`config.mk`:
```
export PLATFORM = sky130hd
export DESIGN_NAME = dsl_char_stream_tokenizer
export DESIGN_NICKNAME = d
export VERILOG_FILES = /design/src/rtl/dsl_tok_pkg.sv /design/src/rtl/dsl_tok_fifo.sv /design/src/rtl/dsl_tok_scan.sv /design/src/rtl/dsl_char_stream_tokenizer.sv
export SDC_FILE = /design/constraint.sdc
export NUM_CORES = 1
export LEC_CHECK = 0
export ABC_AREA = 1
export BUFFER_PORTS_ARGS = -buffer_cell sky130_fd_sc_hd__buf_2
export CORE_MARGIN = 8
export CORE_UTILIZATION = 45
export CTS_CLUSTER_SIZE = 10
export DETAILED_ROUTE_END_ITERATION = 10
export GPL_TIMING_DRIVEN = 0
export PLACE_DENSITY = 0.64
export SLEW_MARGIN = 25
export SYNTH_ARGS = -nofsm -noshare
export SYNTH_HDL_FRONTEND = slang
export SYNTH_SLANG_ARGS = --single-unit
```
`constraint.sdc`:
```
create_clock -name clk -period 31.1 [get_ports clk]
set_input_delay 4.665 -clock clk [delete_from_list [all_inputs] [get_ports clk]]
set_output_delay 4.665 -clock clk [all_outputs]
set_load 0.005 [all_outputs]
```
`src/rtl/dsl_tok_pkg.sv`:
```
// Shared types, constants and helper functions of the character stream tokenizer.
package dsl_tok_pkg;

  // Default widths of the internal position and value counters.
  localparam int LINE_BITS_DEF   = 16;
  localparam int COLUMN_BITS_DEF = 16;
  localparam int OFFSET_BITS_DEF = 24;
  localparam int NUMBER_BITS_DEF = 32;

  // Widths of the fields carried on the ports.
  localparam int CH_W   = 8;
  localparam int KIND_W = 4;
  localparam int LINE_W = 16;
  localparam int COL_W  = 16;
  localparam int OFF_W  = 24;
  localparam int LEN_W  = 16;
  localparam int VAL_W  = 32;
  localparam int BAD_W  = 8;

  // Result tdata layout, lowest field first.
  localparam int TD_LINE_LO = 0;
  localparam int TD_COL_LO  = TD_LINE_LO + LINE_W;
  localparam int TD_OFF_LO  = TD_COL_LO + COL_W;
  localparam int TD_LEN_LO  = TD_OFF_LO + OFF_W;
  localparam int TD_VAL_LO  = TD_LEN_LO + LEN_W;
  localparam int TD_OVF_LO  = TD_VAL_LO + VAL_W;
  localparam int TD_BAD_LO  = TD_OVF_LO + 1;
  localparam int DATA_W     = TD_BAD_LO + BAD_W;
  localparam int OUT_TDATA_W = ((DATA_W + 7) / 8) * 8;

  // Depth of the result queue.
  localparam int Q_DEPTH = 4;

  // Token kinds.
  localparam logic [KIND_W-1:0] K_EOF    = 4'd0;
  localparam logic [KIND_W-1:0] K_NUMBER = 4'd1;
  localparam logic [KIND_W-1:0] K_IDENT  = 4'd2;
  localparam logic [KIND_W-1:0] K_KW0    = 4'd3;
  localparam logic [KIND_W-1:0] K_PLUS   = 4'd8;
  localparam logic [KIND_W-1:0] K_MINUS  = 4'd9;
  localparam logic [KIND_W-1:0] K_COLON  = 4'd10;
  localparam logic [KIND_W-1:0] K_SEMI   = 4'd11;
  localparam logic [KIND_W-1:0] K_EQUAL  = 4'd12;
  localparam logic [KIND_W-1:0] K_LEQ    = 4'd13;
  localparam logic [KIND_W-1:0] K_ERROR  = 4'd14;

  // Characters with a meaning of their own.
  localparam logic [CH_W-1:0] CH_NUL   = 8'h00;
  localparam logic [CH_W-1:0] CH_LF    = 8'h0A;
  localparam logic [CH_W-1:0] CH_PLUS  = "+";
  localparam logic [CH_W-1:0] CH_MINUS = "-";
  localparam logic [CH_W-1:0] CH_COLON = ":";
  localparam logic [CH_W-1:0] CH_SEMI  = ";";
  localparam logic [CH_W-1:0] CH_EQUAL = "=";
  localparam logic [CH_W-1:0] CH_LESS  = "<";
  localparam logic [CH_W-1:0] CH_SLASH = "/";
  localparam logic [CH_W-1:0] CH_UNDER = "_";

  // Keyword spellings, padded with zeros to four characters.
  localparam int KW_NUM = 5;
  localparam logic [CH_W-1:0] KW_TEXT [KW_NUM][4] = '{
    '{"l", "e", "t", 8'h00},
    '{"i", "f", 8'h00, 8'h00},
    '{"g", "o", "t", "o"},
    '{"o", "u", "t", 8'h00},
    '{"h", "a", "l", "t"}
  };
  localparam logic [2:0] KW_LEN [KW_NUM] = '{3'd3, 3'd2, 3'd4, 3'd3, 3'd4};

  typedef struct packed {
    logic [KIND_W-1:0] kind;
    logic [LINE_W-1:0] line;
    logic [COL_W-1:0]  col;
    logic [OFF_W-1:0]  off;
    logic [LEN_W-1:0]  len;
    logic [VAL_W-1:0]  val;
    logic              ovf;
    logic [BAD_W-1:0]  bad;
    logic              last;
  } tok_t;

  // Up to two tokens produced by one character, packed from slot 0 up.
  typedef struct packed {
    logic [1:0]       valid;
    tok_t [1:0]       rec;
  } scan_out_t;

  function automatic logic is_space(input logic [CH_W-1:0] c);
    return (c == 8'd32) || (c >= 8'd9 && c <= 8'd13);
  endfunction

  function automatic logic is_digit(input logic [CH_W-1:0] c);
    return (c >= "0") && (c <= "9");
  endfunction

  function automatic logic is_alpha(input logic [CH_W-1:0] c);
    return ((c >= "a") && (c <= "z")) || ((c >= "A") && (c <= "Z"));
  endfunction

  // Keywords whose spelling has character c at position pos.
  function automatic logic [KW_NUM-1:0] kw_step(input logic [CH_W-1:0]  c,
                                               input logic [LEN_W-1:0] pos);
    logic [KW_NUM-1:0] m;
    m = '0;
    for (int i = 0; i < KW_NUM; i++) begin
      if ((pos < LEN_W'(KW_LEN[i])) && (KW_TEXT[i][pos[1:0]] == c)) begin
        m[i] = 1'b1;
      end
    end
    return m;
  endfunction

  // Identifier or keyword kind of a finished word.
  function automatic logic [KIND_W-1:0] kw_kind(input logic [KW_NUM-1:0] cand,
                                               input logic [LEN_W-1:0]  len);
    logic [KIND_W-1:0] k;
    k = K_IDENT;
    for (int i = 0; i < KW_NUM; i++) begin
      if (cand[i] && (len == LEN_W'(KW_LEN[i]))) begin
        k = K_KW0 + KIND_W'(i);
      end
    end
    return k;
  endfunction

endpackage

```
`src/rtl/dsl_tok_fifo.sv`:
```
// Small result queue that takes up to two tokens per cycle and gives one.
module dsl_tok_fifo
  import dsl_tok_pkg::*;
(
  input  logic      clk,
  input  logic      rst,
  input  scan_out_t push,
  input  logic      pop,
  output tok_t      head,
  output logic      not_empty,
  output logic      room
);

  localparam int PTR_W = $clog2(Q_DEPTH);
  localparam int CNT_W = $clog2(Q_DEPTH + 1);

  tok_t             mem [Q_DEPTH];
  logic [PTR_W-1:0] wptr;
  logic [PTR_W-1:0] rptr;
  logic [CNT_W-1:0] count;
  logic [CNT_W-1:0] count_next;
  logic [1:0]       npush;

  assign npush      = {1'b0, push.valid[0]} + {1'b0, push.valid[1]};
  assign count_next = count + CNT_W'(npush) - CNT_W'(pop);
  assign not_empty  = (count != '0);
  // Room for the worst case of two new tokens.
  assign room       = (count <= CNT_W'(Q_DEPTH - 2));
  assign head       = mem[rptr];

  always_ff @(posedge clk) begin
    if (push.valid[0]) begin
      mem[wptr] <= push.rec[0];
    end
    if (push.valid[1]) begin
      mem[wptr + PTR_W'(1)] <= push.rec[1];
    end
  end

  always_ff @(posedge clk) begin
    if (rst) begin
      wptr  <= '0;
      rptr  <= '0;
      count <= '0;
    end else begin
      wptr  <= wptr + PTR_W'(npush);
      rptr  <= rptr + PTR_W'(pop);
      count <= count_next;
    end
  end

endmodule

```
`src/rtl/dsl_tok_scan.sv`:
```
// Scanner state and the per-character token logic.
module dsl_tok_scan
  import dsl_tok_pkg::*;
#(
  parameter int LINE_BITS   = LINE_BITS_DEF,
  parameter int COLUMN_BITS = COLUMN_BITS_DEF,
  parameter int OFFSET_BITS = OFFSET_BITS_DEF,
  parameter int NUMBER_BITS = NUMBER_BITS_DEF
) (
  input  logic            clk,
  input  logic            rst,
  input  logic            step,
  input  logic [CH_W-1:0] ch,
  input  logic            eos,
  output scan_out_t       res
);

  localparam logic [2:0] M_IDLE    = 3'd0;
  localparam logic [2:0] M_NUMBER  = 3'd1;
  localparam logic [2:0] M_IDENT   = 3'd2;
  localparam logic [2:0] M_LESS    = 3'd3;
  localparam logic [2:0] M_SLASH   = 3'd4;
  localparam logic [2:0] M_COMMENT = 3'd5;
  localparam logic [2:0] M_QUIET   = 3'd6;

  localparam int WIDE_W = NUMBER_BITS + 4;

  logic [2:0]             mode,     mode_next;
  logic [LINE_BITS-1:0]   cur_line, cur_line_next;
  logic [COLUMN_BITS-1:0] cur_col,  cur_col_next;
  logic [OFFSET_BITS-1:0] cur_off,  cur_off_next;
  logic [LINE_BITS-1:0]   tok_line, tok_line_next;
  logic [COLUMN_BITS-1:0] tok_col,  tok_col_next;
  logic [OFFSET_BITS-1:0] tok_off,  tok_off_next;
  logic [LEN_W-1:0]       tok_len,  tok_len_next;
  logic [NUMBER_BITS-1:0] acc,      acc_next;
  logic                   sat,      sat_next;
  logic [KW_NUM-1:0]      cand,     cand_next;

  logic                   end_in;
  logic                   go_idle;
  logic                   adv;
  logic                   slot;
  logic [WIDE_W-1:0]      wide;
  tok_t                   pend_rec;
  tok_t                   eof_rec;
  tok_t                   tok_err;
  tok_t                   here_rec;
  logic [KIND_W-1:0]      op_kind;
  logic                   op_hit;

  function automatic tok_t make_rec(input logic [KIND_W-1:0]      kind,
                                    input logic [LINE_BITS-1:0]   line,
                                    input logic [COLUMN_BITS-1:0] col,
                                    input logic [OFFSET_BITS-1:0] off,
                                    input logic [LEN_W-1:0]       len,
                                    input logic [NUMBER_BITS-1:0] val,
                                    input logic                   ovf,
                                    input logic [BAD_W-1:0]       bad);
    tok_t r;
    r.kind = kind;
    r.line = LINE_W'(line);
    r.col  = COL_W'(col);
    r.off  = OFF_W'(off);
    r.len  = len;
    r.val  = VAL_W'(val);
    r.ovf  = ovf;
    r.bad  = bad;
    r.last = 1'b0;
    return r;
  endfunction

  assign end_in = eos || (ch == CH_NUL);

  // Decimal step: acc * 10 + digit, built from two shifts.
  assign wide = (WIDE_W'(acc) << 3) + (WIDE_W'(acc) << 1) + WIDE_W'(ch[3:0]);

  assign pend_rec = (mode == M_NUMBER) ?
    make_rec(K_NUMBER, tok_line, tok_col, tok_off, tok_len, acc, sat, '0) :
    make_rec(kw_kind(cand, tok_len), tok_line, tok_col, tok_off, tok_len, '0, 1'b0, '0);
  assign eof_rec = make_rec(K_EOF, cur_line, cur_col, cur_off, '0, '0, 1'b0, '0);
  assign tok_err = make_rec(K_ERROR, tok_line, tok_col, tok_off, LEN_W'(1), '0, 1'b0,
                            (mode == M_LESS) ? CH_LESS : CH_SLASH);

  always_comb begin
    op_hit  = 1'b1;
    op_kind = K_PLUS;
    case (ch)
      CH_PLUS:  op_kind = K_PLUS;
      CH_MINUS: op_kind = K_MINUS;
      CH_COLON: op_kind = K_COLON;
      CH_SEMI:  op_kind = K_SEMI;
      CH_EQUAL: op_kind = K_EQUAL;
      default:  op_hit  = 1'b0;
    endcase
  end

  // Token that starts and ends at the current character.
  assign here_rec = op_hit ?
    make_rec(op_kind, cur_line, cur_col, cur_off, LEN_W'(1), '0, 1'b0, '0) :
    make_rec(K_ERROR, cur_line, cur_col, cur_off, LEN_W'(1), '0, 1'b0, ch);

  always_comb begin
    mode_next     = mode;
    cur_line_next = cur_line;
    cur_col_next  = cur_col;
    cur_off_next  = cur_off;
    tok_line_next = tok_line;
    tok_col_next  = tok_col;
    tok_off_next  = tok_off;
    tok_len_next  = tok_len;
    acc_next      = acc;
    sat_next      = sat;
    cand_next     = cand;
    res           = '0;
    go_idle       = 1'b0;
    adv           = 1'b0;
    slot          = 1'b0;

    if (step && (mode != M_QUIET)) begin
      if (end_in) begin
        if ((mode == M_LESS) || (mode == M_SLASH)) begin
          res.valid[0] = 1'b1;
          res.rec[0]   = tok_err;
        end else if ((mode == M_NUMBER) || (mode == M_IDENT)) begin
          res.valid    = 2'b11;
          res.rec[0]   = pend_rec;
          res.rec[1]   = eof_rec;
        end else begin
          res.valid[0] = 1'b1;
          res.rec[0]   = eof_rec;
        end
        mode_next = M_QUIET;
      end else begin
        case (mode)
          M_NUMBER: begin
            if (is_digit(ch)) begin
              if (wide > WIDE_W'({NUMBER_BITS{1'b1}})) begin
                acc_next = '1;
                sat_next = 1'b1;
              end else begin
                acc_next = wide[NUMBER_BITS-1:0];
              end
              if (tok_len != '1) tok_len_next = tok_len + 1'b1;
              adv = 1'b1;
            end else begin
              res.valid[0] = 1'b1;
              res.rec[0]   = pend_rec;
              go_idle      = 1'b1;
            end
          end
          M_IDENT: begin
            if (is_alpha(ch) || is_digit(ch) || (ch == CH_UNDER)) begin
              cand_next = cand & kw_step(ch, tok_len);
              if (tok_len != '1) tok_len_next = tok_len + 1'b1;
              adv = 1'b1;
            end else begin
              res.valid[0] = 1'b1;
              res.rec[0]   = pend_rec;
              go_idle      = 1'b1;
            end
          end
          M_LESS: begin
            res.valid[0] = 1'b1;
            if (ch == CH_EQUAL) begin
              res.rec[0] = make_rec(K_LEQ, tok_line, tok_col, tok_off, LEN_W'(2),
                                    '0, 1'b0, '0);
              mode_next  = M_IDLE;
              adv        = 1'b1;
            end else begin
              res.rec[0] = tok_err;
              mode_next  = M_QUIET;
            end
          end
          M_SLASH: begin
            if (ch == CH_SLASH) begin
              mode_next = M_COMMENT;
              adv       = 1'b1;
            end else begin
              res.valid[0] = 1'b1;
              res.rec[0]   = tok_err;
              mode_next    = M_QUIET;
            end
          end
          M_COMMENT: begin
            if (ch == CH_LF) mode_next = M_IDLE;
            adv = 1'b1;
          end
          default: go_idle = 1'b1;
        endcase
      end
    end

    // Start of a new token, also right after a word or number has ended.
    if (go_idle) begin
      slot      = res.valid[0];
      mode_next = M_IDLE;
      if (is_space(ch)) begin
        adv = 1'b1;
      end else begin
        tok_line_next = cur_line;
        tok_col_next  = cur_col;
        tok_off_next  = cur_off;
        tok_len_next  = LEN_W'(1);
        if (is_digit(ch)) begin
          acc_next  = NUMBER_BITS'(ch[3:0]);
          sat_next  = 1'b0;
          mode_next = M_NUMBER;
          adv       = 1'b1;
        end else if (is_alpha(ch) || (ch == CH_UNDER)) begin
          cand_next = kw_step(ch, '0);
          mode_next = M_IDENT;
          adv       = 1'b1;
        end else if (ch == CH_LESS) begin
          mode_next = M_LESS;
          adv       = 1'b1;
        end else if (ch == CH_SLASH) begin
          mode_next = M_SLASH;
          adv       = 1'b1;
        end else begin
          res.valid[slot] = 1'b1;
          res.rec[slot]   = here_rec;
          if (op_hit) begin
            adv = 1'b1;
          end else begin
            mode_next = M_QUIET;
          end
        end
      end
    end

    if (adv) begin
      if (cur_off != '1) cur_off_next = cur_off + 1'b1;
      if (ch == CH_LF) begin
        if (cur_line != '1) cur_line_next = cur_line + 1'b1;
        cur_col_next = COLUMN_BITS'(1);
      end else if (cur_col != '1) begin
        cur_col_next = cur_col + 1'b1;
      end
    end

    if (res.valid[1]) begin
      res.rec[1].last = 1'b1;
    end else if (res.valid[0]) begin
      res.rec[0].last = 1'b1;
    end
  end

  always_ff @(posedge clk) begin
    if (rst) begin
      mode     <= M_IDLE;
      cur_line <= LINE_BITS'(1);
      cur_col  <= COLUMN_BITS'(1);
      cur_off  <= '0;
    end else begin
      mode     <= mode_next;
      cur_line <= cur_line_next;
      cur_col  <= cur_col_next;
      cur_off  <= cur_off_next;
    end
  end

  always_ff @(posedge clk) begin
    tok_line <= tok_line_next;
    tok_col  <= tok_col_next;
    tok_off  <= tok_off_next;
    tok_len  <= tok_len_next;
    acc      <= acc_next;
    sat      <= sat_next;
    cand     <= cand_next;
  end

endmodule

```
`src/rtl/dsl_char_stream_tokenizer.sv`:
```
// Top level of the character stream tokenizer.
//
//  channel   direction  tdata                      tuser        tlast
//  s_*       in         ch                         (none)       end_of_source
//  m_*       out        token position and value   token_kind   last_of_run
//
// One character is taken per cycle while s_tready is high. A transfer lands in
// an input register, and the scanner works on it once the queue has room for
// two tokens; it writes its zero, one or two tokens into a four-entry result
// queue, which drives the output ports directly. The queue gives one token per
// cycle while m_tready is high, so long runs of two-token characters slow the input.
// Reset clears the scanner mode, the line, column and offset counters and the
// queue; no clearing pass is needed. Stalls on m_tready back up into the
// queue, and s_tready falls only when the queue cannot take two more tokens.
module dsl_char_stream_tokenizer
  import dsl_tok_pkg::*;
#(
  parameter int LINE_BITS   = LINE_BITS_DEF,
  parameter int COLUMN_BITS = COLUMN_BITS_DEF,
  parameter int OFFSET_BITS = OFFSET_BITS_DEF,
  parameter int NUMBER_BITS = NUMBER_BITS_DEF
) (
  input  logic                   clk,
  input  logic                   rst,
  // Input character stream.
  input  logic                   s_tvalid,
  output logic                   s_tready,
  input  logic [CH_W-1:0]        s_tdata,   // [7:0] ch
  input  logic                   s_tlast,   // end_of_source
  // Token stream.
  output logic                   m_tvalid,
  input  logic                   m_tready,
  // From the lowest bit: start_line, start_column, start_offset, token_length,
  // number_value, number_overflow, bad_char, zero fill.
  output logic [OUT_TDATA_W-1:0] m_tdata,
  output logic [KIND_W-1:0]      m_tuser,   // token_kind
  output logic                   m_tlast    // last_of_run
);

  logic            in_valid;
  logic [CH_W-1:0] in_ch;
  logic            in_eos;
  logic            step;
  logic            room;
  logic            pop;
  scan_out_t       scan_res;
  tok_t            head;

  // The held character is scanned once the queue has room for two tokens.
  assign step     = in_valid && room;
  assign s_tready = !in_valid || step;
  assign pop      = m_tvalid && m_tready;

  always_ff @(posedge clk) begin
    if (rst) begin
      in_valid <= 1'b0;
    end else if (s_tready) begin
      in_valid <= s_tvalid;
    end
  end

  // Payload is only loaded on a transfer, so a held character stays put.
  always_ff @(posedge clk) begin
    if (s_tvalid && s_tready) begin
      in_ch  <= s_tdata;
      in_eos <= s_tlast;
    end
  end

  dsl_tok_scan #(
    .LINE_BITS   (LINE_BITS),
    .COLUMN_BITS (COLUMN_BITS),
    .OFFSET_BITS (OFFSET_BITS),
    .NUMBER_BITS (NUMBER_BITS)
  ) u_scan (
    .clk  (clk),
    .rst  (rst),
    .step (step),
    .ch   (in_ch),
    .eos  (in_eos),
    .res  (scan_res)
  );

  dsl_tok_fifo u_fifo (
    .clk       (clk),
    .rst       (rst),
    .push      (scan_res),
    .pop       (pop),
    .head      (head),
    .not_empty (m_tvalid),
    .room      (room)
  );

  assign m_tdata = OUT_TDATA_W'({head.bad, head.ovf, head.val, head.len,
                                 head.off, head.col, head.line});
  assign m_tuser = head.kind;
  assign m_tlast = head.last;

endmodule

```
==> results.txt <==
The final worst-path cycle share works out to 28.3%. The run gives 0 as the final number of max-transition violations. For the pin with the worst max-slew slack, the measured transition is 1.11 ns. Sorting the synthesized cells by area gives the leading types as sky130_fd_sc_hd__edfxtp_1 46%, sky130_fd_sc_hd__nand2_1 8.3%, sky130_fd_sc_hd__dfxtp_1 6.9%, sky130_fd_sc_hd__nor2_1 6.3%, sky130_fd_sc_hd__o21ai_0 5.7%. The signal on the critical path passes through clkbuf_1 > inv_1 > clkbuf_2 > clkbuf_1 > clkbuf_1 > nor2_1 > o22ai_1 > buf_2. From left edge to right edge, the die measures 295 um. Cell at the slowest stage of the critical path: sky130_fd_sc_hd__clkbuf_1. Global routing consumed, on the met3 layer, 4.16% of the routing resources.

Counting I/O delays and the setup requirement, the final critical path takes 8.79 ns. Summed over all failing endpoints, the final setup total negative slack is 0 ns. The tools report the summed instance area of the synthesized netlist as 35,000 sq um. The root buffer cell chosen for the clock tree is sky130_fd_sc_hd__clkbuf_16. The dominant delay contributor by cell family on the critical path is buffers and inverters. For this design the static power due to leakage is 15.0 nW.

On the final layout, the worst hold slack is 0.423 ns. The logs give 3 for the H-tree level count and 111 mm for the detailed-route wire length. During I/O placement, the number of pins put on the boundary was 140. At the end of routability-driven placement, the weighted congestion stood at 0.962. The number of global-route vias before repair came out at 28.9k.

The floorplan has 102 rows. The logs give 6 for the number of optimization iterations in the first detailed-route pass and 4,355 for the number of nets at the end of the flow. The worst hold-check path type was flip-flop to flip-flop. The arrival time reported for the critical path endpoint was 4.12 ns. Along the worst path, the maximum fanout reaches 10. The number of buffers inserted by post-CTS setup repair is 0.

Start-to-end type of the worst setup path: flip-flop to output port. Together, buffers and inverters on the worst path number 6. The tools report the via total after detailed routing as 30.3k.

The highest cell delay on the worst timing path is 0.77 ns, and the post-synthesis async set-or-reset flop share is 0%. The overall routing resource usage is 25.0%, and the total CTS buffers is 79. The total overflow left after global routing is 0.

For this run, the share of the core covered by cells in the final layout is 52.2%. In this run the remaining antenna-violating nets after routing total 0. For the largest net degree at the start of global routing, the log shows 25. The average size of a mapped cell was 8.74 sq um.

In this run the standard cell core region covers 77,200 sq um. The run gives 87,000 sq um as the area of the die. Summed over all instances, the cell type with the most area after synthesis is sky130_fd_sc_hd__edfxtp_1. The tools report the starting density of the core as 45.4%. The tools report the number of distinct library cells after synthesis as 55. In the layout the commonest cells are 775 x sky130_fd_sc_hd__nand2_1, 583 x sky130_fd_sc_hd__nor2_1, 537 x sky130_fd_sc_hd__edfxtp_1. The count of synthesis-stage warnings from yosys is 0. Die height: 295 um. Number of synthesized flops with an enable pin: 537. The tool flagged a number of max-cap violations equal to 0. The flip-flop and latch count after synthesis is 658, and the remaining max-slew budget at the tightest pin is 26.1%. Static timing analysis puts the maximum clock frequency at 0.114 GHz.

The clock net in this run drives a total of 658 sinks. The flow ran to the end, and the final reports show no timing, DRC or antenna violations. In this run, post-CTS repair resized a total of 0 instances. Counting every instance in the synthesized netlist gives 4,009.

The worst setup path is captured at an output port. In the final routed layout, each cell accounts on average for 20.8 um. The number of setup violations in the final report is 0. IR analysis of the VDD net gives a maximum drop of 0.0370 mV.

Cells with a size suffix above 1 make up 10.3% of the layout. Compared with the post-synthesis result, the final layout area differs by 15.1%. The synthesized design devotes to its leading area cell type 46.0% of total area. For this run, the register share of the synthesized area comes to 53.0%. The first routing iteration left 3,134 violations.

During placement, the flow inserted port buffers numbering 131. TritonCTS built the clock tree. The required time at the endpoint of the critical path was 26.44 ns. Counting along the longest clock path gives a buffer depth of 3.

In the routed layout, each cell is associated on average with a via count of 5.66. The tools report the nature of the critical path startpoint as a flip-flop. The number of hold buffers added after CTS was 0.

Between clock sinks in the finished design, the worst skew comes to 0.0253 ns. The tools report the number of failing hold endpoints at the final stage as 0. The most congested layer reported by global routing is met2. The run gives 0.64 ns as the insertion delay of the later-clocked pin in the worst-skew pair. Number of antenna violations at the first check in global routing: 5. Across all register-to-register paths, the minimum setup slack is 26.88 ns. Setup repair after global routing left no endpoint under its margin. The most common flop cell mapped by yosys was sky130_fd_sc_hd__edfxtp_1.

The most numerous cell type found on the critical path is sky130_fd_sc_hd__clkbuf_1. After clock tree synthesis, the clock-pin slew on the worst setup and hold paths is 0.06 ns. For the wire length of the first global-routing pass, the log shows 170 mm. Global routing consumed, on the met1 layer, 34.1% of the routing resources. After detailed routing, the number of remaining DRC violations is 0. In this run the power density over the cells is 66.1 nW/um^2.

Leading cell type in the layout, fill and taps excluded: sky130_fd_sc_hd__nand2_1. The logs give 78.7 mm for the post-DP HPWL and 39.9% for the routing usage on met2.
-- registers in the layout (all words and copies together) (netlist names), 3 cells and up --
register         flops
u_fifo.mem         472
u_scan.acc          32
u_scan.cur_off      24
u_scan.tok_off      24
u_scan.cur_col      16
u_scan.cur_line     16
u_scan.tok_col      16
u_scan.tok_len      16
u_scan.tok_line     16
in_ch                8
u_scan.cand          5
u_fifo.count         3
u_scan.mode          3
-- cell type report --
cell class              instances  area (sq um)
fillers                      7179         36900
flip-flops and latches        658         18500
multi-input cells            2831         14300
clock buffers                 128          2190
repair buffers                165          1560
well taps                    1040          1300
plain buffers                 251          1200
inverters                     275          1030
clock inverters                14           148
diodes                          3          7.51
-- report_power, final --
group          total (mW)  switching [mW]  internal, mW
combinational       0.752           0.507         0.244
clock               0.855           0.364         0.491
sequential           1.06          0.0266          1.03
total                2.66           0.898          1.77
-- logic make-up (layout without fill, tap and decap cells) --
| group | Yosys count | count (layout) | share of synthesized area [%] |
|---|---|---|---|
| xor+xnor | 85 | 85 | 2.13 |
| mux | 56 | 56 | 1.60 |
| other cells | 1 | 10 | 0.0107 |
| simple gates | 1689 | 1689 | 20.2 |
| fa+ha+maj | 81 | 81 | 2.96 |
| buf+inv | 526 | 833 | 6.37 |
| compound gates | 913 | 913 | 13.8 |
| flops | 658 | 658 | 53.0 |
-- metrics by stage --
step | instances | setup WS, ns | power [mW] | cell area (sq um)
floorplan | 4015 | 20.40 | 1.48 | 35000
global placement | 5186 | 12.10 | 1.83 | 37000
detailed placement | 5220 | 23.06 | 1.83 | 38000
CTS | 5362 | 22.34 | 2.67 | 40300
global route | 5364 | 22.20 | 2.78 | 40300
finish | 5365 | 22.31 | 2.66 | 40300
-- cells in the mapped netlist (all sizes together) (2+ instances only) --
cell	n
o21ai	633
clkbuf	128
and2	3
a31oi	4
o21bai	15
nand3	151
a21boi	2
o2111ai	2
and3	4
nor3	49
mux2i	56
xor2	64
edfxtp	537
fa	3
xnor2	21
inv	272
o211ai	8
ha	78
dfxtp	121
nand2	786
a21oi	120
nand3b	2
nor2	595
nand4	81
clkinv	3
buf	123
nor4	16
o22ai	122
a22oi	2
-- routing by layer --
| layer | share of wire, % | vias up |
|---|---|---|
| met4 | 3.3 | 0 |
| met1 | 42 | 14400 |
| met5 | 0 | - |
| li1 | - | 14300 |
| met2 | 46 | 1445 |
| met3 | 8.8 | 227 |
-- worst paths after layout --
path,start,to,cells after the start
hold / removal,u_scan.cur_col[8],u_scan.tok_col[8],0
setup reg to reg,in_ch[3],u_fifo.mem[3][39],13
setup / recovery,u_fifo.rptr[0],m_tuser[2],8
hold reg to reg,u_scan.cur_col[8],u_scan.tok_col[8],0
(Power assumes the default switching activity.)
